`src/rtl/core/mcse_pkg.sv`:
```
// Package: Morse pattern table, control word layout and microprogram.
package mcse_pkg;

	localparam int unsigned CHAR_W  = 8;
	localparam int unsigned SLOT_W  = 2;
	localparam int unsigned PAT_W   = 8;
	localparam int unsigned LEN_W   = 4;
	localparam int unsigned STEP_W  = 4;

	localparam logic [SLOT_W-1:0] SLOT_SILENT = 2'd0;
	localparam logic [SLOT_W-1:0] SLOT_SHORT  = 2'd1;
	localparam logic [SLOT_W-1:0] SLOT_LONG   = 2'd3;

	// microprogram step addresses
	localparam logic [STEP_W-1:0] ST_FETCH    = 4'd0;
	localparam logic [STEP_W-1:0] ST_DISPATCH = 4'd1;
	localparam logic [STEP_W-1:0] ST_TONE     = 4'd2;
	localparam logic [STEP_W-1:0] ST_GAP_A    = 4'd3;
	localparam logic [STEP_W-1:0] ST_GAP_B    = 4'd4;
	localparam logic [STEP_W-1:0] ST_GAP_C    = 4'd5;
	localparam logic [STEP_W-1:0] ST_END1     = 4'd6;
	localparam logic [STEP_W-1:0] ST_END2     = 4'd7;
	localparam logic [STEP_W-1:0] ST_END3     = 4'd8;

	// jump conditions
	localparam logic [2:0] COND_NONE  = 3'd0;
	localparam logic [2:0] COND_HIT   = 3'd1;
	localparam logic [2:0] COND_SPACE = 3'd2;
	localparam logic [2:0] COND_DASH  = 3'd3;
	localparam logic [2:0] COND_MORE  = 3'd4;

	// slot code source
	localparam logic SRC_ZERO = 1'b0;
	localparam logic SRC_ELEM = 1'b1;

	typedef struct packed {
		logic              fetch;
		logic              emit;
		logic              src;
		logic              last;
		logic              shift;
		logic [2:0]        cond;
		logic [STEP_W-1:0] jmp;
		logic [STEP_W-1:0] nxt;
	} ctl_t;

	typedef struct packed {
		logic             hit;
		logic             space;
		logic [LEN_W-1:0] len;
		logic [PAT_W-1:0] bits;   // first element at the MSB, 1 = dash
	} pat_t;

	function automatic ctl_t mk_ctl(logic fetch, logic emit, logic src, logic last,
			logic shift, logic [2:0] cond, logic [STEP_W-1:0] jmp,
			logic [STEP_W-1:0] nxt);
		ctl_t c;
		c.fetch = fetch;
		c.emit  = emit;
		c.src   = src;
		c.last  = last;
		c.shift = shift;
		c.cond  = cond;
		c.jmp   = jmp;
		c.nxt   = nxt;
		return c;
	endfunction

	// microprogram ROM: jmp taken when the condition holds, else nxt
	function automatic ctl_t ucode_rom(logic [STEP_W-1:0] step);
		ctl_t c;
		case (step)
			ST_FETCH:    c = mk_ctl(1'b1, 1'b0, SRC_ZERO, 1'b0, 1'b0, COND_HIT,
			                        ST_DISPATCH, ST_FETCH);
			ST_DISPATCH: c = mk_ctl(1'b0, 1'b0, SRC_ZERO, 1'b0, 1'b0, COND_SPACE,
			                        ST_GAP_C, ST_TONE);
			ST_TONE:     c = mk_ctl(1'b0, 1'b1, SRC_ELEM, 1'b0, 1'b1, COND_DASH,
			                        ST_GAP_A, ST_GAP_C);
			ST_GAP_A:    c = mk_ctl(1'b0, 1'b1, SRC_ZERO, 1'b0, 1'b0, COND_NONE,
			                        ST_GAP_B, ST_GAP_B);
			ST_GAP_B:    c = mk_ctl(1'b0, 1'b1, SRC_ZERO, 1'b0, 1'b0, COND_NONE,
			                        ST_GAP_C, ST_GAP_C);
			ST_GAP_C:    c = mk_ctl(1'b0, 1'b1, SRC_ZERO, 1'b0, 1'b0, COND_MORE,
			                        ST_TONE, ST_END1);
			ST_END1:     c = mk_ctl(1'b0, 1'b1, SRC_ZERO, 1'b0, 1'b0, COND_NONE,
			                        ST_END2, ST_END2);
			ST_END2:     c = mk_ctl(1'b0, 1'b1, SRC_ZERO, 1'b0, 1'b0, COND_NONE,
			                        ST_END3, ST_END3);
			ST_END3:     c = mk_ctl(1'b0, 1'b1, SRC_ZERO, 1'b1, 1'b0, COND_NONE,
			                        ST_FETCH, ST_FETCH);
			default:     c = mk_ctl(1'b0, 1'b0, SRC_ZERO, 1'b0, 1'b0, COND_NONE,
			                        ST_FETCH, ST_FETCH);
		endcase
		return c;
	endfunction

	function automatic pat_t mk_pat(logic [LEN_W-1:0] len, logic [PAT_W-1:0] bits);
		pat_t p;
		p.hit   = 1'b1;
		p.space = 1'b0;
		p.len   = len;
		p.bits  = bits;
		return p;
	endfunction

	function automatic pat_t morse_lookup(logic [CHAR_W-1:0] ch);
		logic [CHAR_W-1:0] c;
		pat_t              p;
		c = ch;
		if (ch >= 8'h41 && ch <= 8'h5A)
			c = ch + 8'h20;
		p = '0;
		case (c)
			8'h20, 8'h5F: begin
				p.hit   = 1'b1;
				p.space = 1'b1;
			end
			8'h2D: p = mk_pat(4'd6, 8'b10000100);
			8'h2C: p = mk_pat(4'd6, 8'b11001100);
			8'h2E: p = mk_pat(4'd6, 8'b01010100);
			8'h21: p = mk_pat(4'd7, 8'b10001010);
			8'h3F: p = mk_pat(4'd6, 8'b00110000);
			8'h28: p = mk_pat(4'd6, 8'b10110100);
			8'h29: p = mk_pat(4'd5, 8'b10110000);
			8'h3D: p = mk_pat(4'd5, 8'b10001000);
			8'h40: p = mk_pat(4'd6, 8'b01101000);
			8'h2B: p = mk_pat(4'd5, 8'b01010000);
			8'h2F: p = mk_pat(4'd5, 8'b10010000);
			8'h27: p = mk_pat(4'd6, 8'b01111000);
			8'h3A: p = mk_pat(4'd6, 8'b11100000);
			8'h30: p = mk_pat(4'd5, 8'b11111000);
			8'h31: p = mk_pat(4'd5, 8'b01111000);
			8'h32: p = mk_pat(4'd5, 8'b00111000);
			8'h33: p = mk_pat(4'd5, 8'b00011000);
			8'h34: p = mk_pat(4'd5, 8'b00001000);
			8'h35: p = mk_pat(4'd5, 8'b00000000);
			8'h36: p = mk_pat(4'd5, 8'b10000000);
			8'h37: p = mk_pat(4'd5, 8'b11000000);
			8'h38: p = mk_pat(4'd5, 8'b11100000);
			8'h39: p = mk_pat(4'd5, 8'b11110000);
			8'h08: p = mk_pat(4'd8, 8'b00000000);
			8'h61: p = mk_pat(4'd2, 8'b01000000);
			8'h62: p = mk_pat(4'd4, 8'b10000000);
			8'h63: p = mk_pat(4'd4, 8'b10100000);
			8'h64: p = mk_pat(4'd3, 8'b10000000);
			8'h65: p = mk_pat(4'd1, 8'b00000000);
			8'h66: p = mk_pat(4'd4, 8'b00100000);
			8'h67: p = mk_pat(4'd3, 8'b11000000);
			8'h68: p = mk_pat(4'd4, 8'b00000000);
			8'h69: p = mk_pat(4'd2, 8'b00000000);
			8'h6A: p = mk_pat(4'd4, 8'b01110000);
			8'h6B: p = mk_pat(4'd3, 8'b10100000);
			8'h6C: p = mk_pat(4'd4, 8'b01000000);
			8'h6D: p = mk_pat(4'd2, 8'b11000000);
			8'h6E: p = mk_pat(4'd2, 8'b10000000);
			8'h6F: p = mk_pat(4'd3, 8'b11100000);
			8'h70: p = mk_pat(4'd4, 8'b01100000);
			8'h71: p = mk_pat(4'd4, 8'b11010000);
			8'h72: p = mk_pat(4'd3, 8'b01000000);
			8'h73: p = mk_pat(4'd3, 8'b00000000);
			8'h74: p = mk_pat(4'd1, 8'b10000000);
			8'h75: p = mk_pat(4'd3, 8'b00100000);
			8'h76: p = mk_pat(4'd4, 8'b00010000);
			8'h77: p = mk_pat(4'd3, 8'b01100000);
			8'h78: p = mk_pat(4'd4, 8'b10010000);
			8'h79: p = mk_pat(4'd4, 8'b10110000);
			8'h7A: p = mk_pat(4'd4, 8'b11000000);
			default: p = '0;
		endcase
		return p;
	endfunction

endpackage

```
`src/rtl/core/morse_code_slot_encoder.sv`:
```
// Top level: microcoded Morse slot encoder, one character in, a run of slot codes out.
//
//   channel     signals                               direction
//   character   character_valid/ready, character      in
//   slot        slot_valid/ready, slot_code, last_slot out
//
// A character is taken in the fetch step, then one dispatch step, then one slot per
// cycle while the output register has room, set by the sequencer stepping once per
// slot. Unknown characters are taken in the fetch step and give nothing.
// Reset returns the sequencer to fetch and empties the output register.
// A slot step holds while the output register is full and not taken.
module morse_code_slot_encoder (
	input  logic                       clk,
	input  logic                       arst_n,
	input  logic                       character_valid,
	output logic                       character_ready,
	input  logic [mcse_pkg::CHAR_W-1:0] character,
	output logic                       slot_valid,
	input  logic                       slot_ready,
	output logic [mcse_pkg::SLOT_W-1:0] slot_code,
	output logic                       last_slot
);
	import mcse_pkg::*;

	logic [STEP_W-1:0] step_q;
	logic [PAT_W-1:0]  elem_q;
	logic [LEN_W-1:0]  cnt_q;
	logic              space_q;
	logic              out_valid_q;
	logic [SLOT_W-1:0] slot_code_q;
	logic              last_slot_q;

	ctl_t              ctl;
	pat_t              pat;
	logic              fire;
	logic              cond_true;
	logic              accept;
	logic [SLOT_W-1:0] code_d;

	assign ctl = ucode_rom(step_q);
	assign pat = morse_lookup(character);

	assign character_ready = ctl.fetch;
	assign accept          = character_valid && ctl.fetch;
	// a slot step waits for room in the output register
	assign fire = !ctl.emit || !out_valid_q || slot_ready;

	always_comb begin
		case (ctl.cond)
			COND_NONE:  cond_true = 1'b0;
			COND_HIT:   cond_true = accept && pat.hit;
			COND_SPACE: cond_true = space_q;
			COND_DASH:  cond_true = elem_q[PAT_W-1];
			COND_MORE:  cond_true = (cnt_q != '0);
			default:    cond_true = 1'b0;
		endcase
	end

	assign code_d = (ctl.src == SRC_ELEM) ? (elem_q[PAT_W-1] ? SLOT_LONG : SLOT_SHORT)
	                                      : SLOT_SILENT;

	always_ff @(posedge clk or negedge arst_n) begin
		if (!arst_n) begin
			step_q      <= ST_FETCH;
			out_valid_q <= 1'b0;
		end else begin
			if (fire)
				step_q <= cond_true ? ctl.jmp : ctl.nxt;
			if (fire && ctl.emit)
				out_valid_q <= 1'b1;
			else if (slot_ready)
				out_valid_q <= 1'b0;
		end
	end

	always_ff @(posedge clk) begin
		if (accept) begin
			elem_q  <= pat.bits;
			cnt_q   <= pat.len;
			space_q <= pat.space;
		end else if (fire && ctl.shift) begin
			elem_q <= {elem_q[PAT_W-2:0], 1'b0};
			cnt_q  <= cnt_q - LEN_W'(1);
		end
		if (fire && ctl.emit) begin
			slot_code_q <= code_d;
			last_slot_q <= ctl.last;
		end
	end

	assign slot_valid = out_valid_q;
	assign slot_code  = slot_code_q;
	assign last_slot  = last_slot_q;

endmodule

```
`config.mk`:
```
export PLATFORM = sky130hd
export DESIGN_NAME = morse_code_slot_encoder
export DESIGN_NICKNAME = d
export VERILOG_FILES = /design/src/rtl/core/mcse_pkg.sv /design/src/rtl/core/morse_code_slot_encoder.sv
export SDC_FILE = /design/constraint.sdc
export NUM_CORES = 1
export LEC_CHECK = 0
export BUFFER_PORTS_ARGS = -buffer_cell sky130_fd_sc_hd__buf_2
export CAP_MARGIN = 10
export CORE_MARGIN = 8
export CORE_UTILIZATION = 41
export CTS_CLUSTER_SIZE = 25
export DETAILED_ROUTE_END_ITERATION = 7
export HOLD_SLACK_MARGIN = 0.12
export MAX_ROUTING_LAYER = met4
export PLACE_DENSITY = 0.69
export SLEW_MARGIN = 20
export SYNTH_ARGS = -nofsm -noshare
export SYNTH_HDL_FRONTEND = slang
export SYNTH_SLANG_ARGS = --single-unit
```
`constraint.sdc`:
```
create_clock -name clk -period 4 [get_ports clk]
set_input_delay 0.2 -clock clk [delete_from_list [all_inputs] [get_ports clk]]
set_output_delay 0.2 -clock clk [all_outputs]
set_load 0.01 [all_outputs]
```
After elaboration in Yosys (flattened, before gate mapping)

Memories as Yosys holds them, arrays and structs flattened.
Cells that the tools add are included.
Widths: inputs -> output; s select.

Register bits: 21
Bits in read-only memories: 256
Output and inout port bits: 5
Logic and storage cells: 94
Memories: 1

Memories:

| name             | words | bits a word | rd ports | clocked after Yosys merged registers in | wr ports | line           | RTL |
|---|---|---|---|---|---|---|---|
| (name not given) | 16    | 16          | 1        | 0                                       | 0        | mcse_pkg.sv:72 | `case (step)` |

Add/subtract/negate cells: 2
Order comparisons: 2
Equal/unequal tests: 56
Muxes and demuxes: 12
Reduce and logical (&&, ||, !) cells: 14

Operator list:

| operator            | count |
|---|---|
| $pmux 12 s50        | 1 |
| $eq 8x7->1 const B  | 28 |
| $eq 8x6->1 const B  | 23 |
| $reduce_or 50->1    | 1 |
| $mux 8              | 3 |
| $mux 4              | 3 |
| $add 8x6->8 const B | 1 |
| $eq 8x4->1 const B  | 1 |
| $ge 8x7->1 const B  | 1 |
| $le 8x7->1 const B  | 1 |
| $eq 3x2->1 const B  | 2 |
| $logic_and 1x1->1   | 5 |
| $pmux 1 s4          | 1 |
| $pmux 2 s2          | 1 |
| $reduce_bool 2->1   | 2 |
| $reduce_bool 4->1   | 1 |
| $sub 4x1->4 const B | 1 |
| $eq 3x1->1 const B  | 1 |
| $eq 3x3->1 const B  | 1 |
| $logic_not 1->1     | 2 |
| $logic_or 1x1->1    | 2 |
| $mux 1              | 2 |
| $mux 2              | 1 |
| $reduce_or 2->1     | 1 |

Longest topological paths before layout

Depth after elaboration: 9
Mapped depth: 11
Depth with buffers taken out: 10

Worst setup path after synthesis

OpenSTA, ideal clock, no wires.

Kind: reg2reg
Start: register step_q[0]
End: register cnt_q[0] (enable)
Library setup time: 380 ps
Arrival time: 2096 ps
Data required time: 3620 ps
Path slack: 1524 ps
Cell stages (with the launch flop): 8
Buffers on the path: 0
Period minus slack after synthesis: 2476 ps
Cells stage by stage: dfrtp_1 inv_1 ha_1 and3b_1 nor2_1 nor2_1 or3_1 o21ai_1

Cells in the longest elaborated chain, start to end: 6
Elaborated cells on any way between the ends: 7
Classes of those cells: reduce/logical (6); memory (1)

RTL lines:

| element                         | line                          | RTL |
|---|---|---|
| from (decl)                     | morse_code_slot_encoder.sv:25 | `logic [STEP_W-1:0] step_q;` |
| from (signal assigned)          | morse_code_slot_encoder.sv:68 | `step_q <= cond_true ? ctl.jmp : ctl.nxt;` |
| $mem_v2 16x16 (*)               | --                            |  |
| $logic_not 1->1                 | morse_code_slot_encoder.sv:46 | `assign fire = !ctl.emit \|\| !out_valid_q \|\| slot_ready;` |
| $logic_or 1x1->1 (2 in a row)   | morse_code_slot_encoder.sv:46 |  |
| $logic_and 1x1->1               | morse_code_slot_encoder.sv:81 | `end else if (fire && ctl.shift) begin` |
| $reduce_bool 2->1 (no line) (*) | --                            |  |
| to (signal assigned)            | morse_code_slot_encoder.sv:79 | `cnt_q <= pat.len;` |
| to (signal assigned)            | morse_code_slot_encoder.sv:83 | `cnt_q <= cnt_q - LEN_W'(1);` |
| to (decl)                       | morse_code_slot_encoder.sv:27 | `logic [LEN_W-1:0] cnt_q;` |

Mark *: on every way between the ends. The rest lies on a longest branch, timed or not.
A chain may end at the register's enable or synchronous reset.

Worst setup path in the final report

Start: input character[5] in the netlist's numbering
End: register elem_q[5] (data pin)

Cells in the longest elaborated chain, start to end: 6
Elaborated cells on any way between the ends: 57
Classes of those cells: add/sub (1); order compare (2); eq/ne (50); mux (3); reduce/logical (1)

RTL lines:

| element                                         | line                          | RTL |
|---|---|---|
| from (decl)                                     | morse_code_slot_encoder.sv:17 | `input logic [mcse_pkg::CHAR_W-1:0] character,` |
| $ge 8x7->1 / $le 8x7->1 (equally long branches) | mcse_pkg.sv:110               | `if (ch >= 8'h41 && ch <= 8'h5A)` |
| $logic_and 1x1->1                               | mcse_pkg.sv:110               |  |
| $mux 8 (*)                                      | mcse_pkg.sv:110               |  |
| $eq 8x7->1 (tied with other cells)              | mcse_pkg.sv:113               | `case (c)` |
| $pmux 12 s50 (*)                                | mcse_pkg.sv:113               |  |
| $mux 8 (*)                                      | morse_code_slot_encoder.sv:77 | `if (accept) begin` |
| to (signal assigned)                            | morse_code_slot_encoder.sv:78 | `elem_q <= pat.bits;` |
| to (signal assigned)                            | morse_code_slot_encoder.sv:82 | `elem_q <= {elem_q[PAT_W-2:0], 1'b0};` |
| to (decl)                                       | morse_code_slot_encoder.sv:26 | `logic [PAT_W-1:0] elem_q;` |

Marked as above.

==> results_dict.tcl <==
set metrics [dict create \
    cts_tree "done" \
    finalSetupViolCount 0 \
    grt_max_degree 46 \
    fin_setup_tns_ns 0 \
    synth.most_common_cell "nor2_1" \
    drv_cap 0 \
    grt_pass1_wl_um 10910 \
    timing.critical_path.from "character[5]" \
    clk_pin_slew_ns 0.08 \
    hold_viol 0 \
    critPathCapture "elem_q[5]" \
    io_pins 17 \
    clock_skew_ns 0.005414 \
    synth_edf_count 15 \
    finalNetCount 321 \
    drt_pre_antenna_iters 6 \
    root_buffer "clkbuf_8" \
    power.density_nw_per_um2 464.8 \
    die_w_um 90.77 \
    die-height_um 90.77 \
    cts_resized 0 \
    ys.flop_type "edfxtp_1" \
    status "complete, no violations" \
    gp_congestion 1.021 \
    finalMaxSlewViolations 0 \
    netlist_area_sq_um 2292 \
    synthTopCellsByArea "edfxtp_1 20%, dfrtp_1 5.5%, nor2_1 5.4%, nand2_1 4.1%, a21oi_1 3.9%" \
    synthTopCellsByCount "33 x nor2_1, 25 x nand2_1, 18 x a21oi_1" \
    r2r_slack_ns 1.43 \
    cp.required_ns 4.10 \
    overflow 0 \
    cts_buffer_depth 2 \
    h-tree-depth 1 \
    vias_per_cell 6.426 \
    holdCritPathClass "in -> reg" \
    antenna_found_initial 0 \
    initial_core_util_pct 42.14 \
    clk_latency_ns 0.26 \
    seq_area_frac_synth_pct 25.11 \
    first_iter_violations 281 \
    wl_per_cell_um 17.30 \
    first_global_vias 2171 \
    nFillCells 566 \
    die_area_sq_um 8239 \
    worstPathArrival_ns 3.22 \
    avgSynthCellArea_sq_um 7.590 \
    timing.hold.ws_ns 0.2268 \
    dp_slack_ns 0.6759 \
    fin_crit_sh_pct 77.84 \
    critPathCaptureType "register" \
    grt_use_total_pct 16.11 \
    yosysUniqueCellTypes 68 \
    cts_buffers 3 \
    via_count 2397 \
    diodes 0 \
    area_growth_pct 5.950 \
    syn-num-nets 321 \
    ys_seq_elements 20 \
    synth_top_area_share_pct 19.65 \
    routed_wirelength_um 6454 \
    critPathMaxFanout 17 \
    slew_headroom_pct 32.49 \
    ir_worst_vdd_uv 199.2 \
    async_flop_share_pct 25.00 \
    rsz0062_at_grt "false" \
    clkSinkCount 20 \
    rr_endpoint "step_q[2]" \
    timing.rr.start "step_q[0]" \
    criticalPathCategory "in -> reg" \
    drive_above_1_share_pct 12.29 \
    hpwl_um 4556 \
    timing.final.crit_period_ns 3.114 \
    ant_nets 0 \
    rows 27 \
    fmax_ghz 0.3212 \
    worst_slew_pin_slew_ns 1.009 \
    yosys_warnings 0 \
    setup_slack_ns 0.8864 \
    total_leakage_power_uw 0.0008664 \
    drc_errors 0 \
    synth_top_cell_by_area "edfxtp_1" \
    synthCells 302 \
    cp-start-kind "input pin" \
    core-area_sq_um 5439 \
    r2r_cells 8 \
    portBuffers 16 \
]
## worst max-delay path, stage by stage
cell,delay [ns]
buf_2,0.30
ha_1,0.31
or3_1,0.34
a31o_1,0.20
o32ai_2,0.44
nor3b_2,0.71
nor2_1,0.11
o31ai_1,0.27
a21oi_1,0.11
a31oi_1,0.20
## layer usage
metal  vias to the layer above  track usage, %  wire length (um)
met2                       135           23.33              2864
met3                        25           3.076               558
met4                         0           7.640               245
met5                         -               -                 0
met1                      1089           21.01              2786
li1                       1148               -                 -
## flip-flops by register name (all words and copies together) (netlist names)
signal,cells
space_q,1
last_slot,1
slot_code,2
step_q,4
slot_valid,1
cnt_q,4
elem_q,7
## report_power, final
group	switching [uW]	total (uW)	internal, uW
sequential	68.9	420	351
clock	66.5	135	68.4
combinational	347	574	227
total	482	1130	647
## kinds of logic (layout without fill, tap and decap cells)
group | after synthesis | after routing | share of synthesized area [%]
AND/OR/NAND/NOR | 123 | 123 | 27.73
AO/OA/AOI/OAI | 106 | 106 | 32.53
buffers and inverters | 38 | 37 | 6.987
flip-flops | 20 | 20 | 25.11
adder cells (fa/ha/maj) | 7 | 7 | 3.821
XOR/XNOR | 4 | 4 | 1.529
multiplexers | 4 | 4 | 2.293
## timing repair
| action | 4_1_cts | 5_1_grt |
|---|---|---|
| hold endpoints to repair | 5 | 0 |
| hold buffers | 1 | 0 |
| buffers inserted | 0 | 0 |
## cells in the final DEF, fill, tap and decap left out, types with 4 or more instances in the layout
| cell type | synthesis | layout |
|---|---|---|
| nand2b_1 | 5 | 5 |
| inv_1 | 9 | 9 |
| ha_1 | 7 | 7 |
| nor2b_1 | 5 | 5 |
| nor2_1 | 33 | 33 |
| a211oi_1 | 5 | 5 |
| o21ai_0 | 14 | 14 |
| o211ai_1 | 5 | 5 |
| edfxtp_1 | 15 | 15 |
| o22ai_1 | 7 | 7 |
| nor4_1 | 5 | 5 |
| and2_1 | 4 | 4 |
| a31oi_1 | 12 | 12 |
| buf_2 | 4 | 16 |
| a21oi_1 | 18 | 18 |
| o21ai_1 | 9 | 9 |
| nor3_1 | 17 | 17 |
| dfrtp_1 | 5 | 5 |
| nand2_1 | 25 | 25 |
| nand3_1 | 7 | 7 |
| a32oi_1 | 4 | 4 |
## worst min-delay path by stage
stage	from	endpoint	slack, ns	depth (start not counted)
6_report	slot_ready	slot_valid	0.23	4
5_1_grt	slot_ready	slot_valid	0.26	4
4_1_cts	slot_ready	slot_valid	0.22	4
3_5_place_dp	arst_n	step_q[1]	0.02	1
3_3_place_gp	arst_n	slot_valid	0.02	1
2_1_floorplan	arst_n	slot_valid	-0.1	0
## per-stage QoR
stage	power (uW)	cells	util [%]	instance area (sq um)
after floorplan	843.9	302	-	2292
after global placement	981.4	368	43.64	2374
after detailed placement	997.1	368	43.64	2374
after CTS	1135	373	44.65	2429
after global routing	1232	373	44.65	2429
final	1129	373	44.65	2429
## layout make-up
class | count | area, sq um | share of cell area (%)
Multi-Input combinational cell | 244 | 1556 | 64.09
Tap cell | 72 | 90.09 | 3.709
Clock inverter | 1 | 3.754 | 0.1546
Timing Repair Buffer | 20 | 112.6 | 4.637
Sequential cell | 20 | 575.6 | 23.70
Inverter | 13 | 48.80 | 2.009
Clock buffer | 3 | 41.29 | 1.700
No activity file was read; power rests on OpenSTA's default activity.
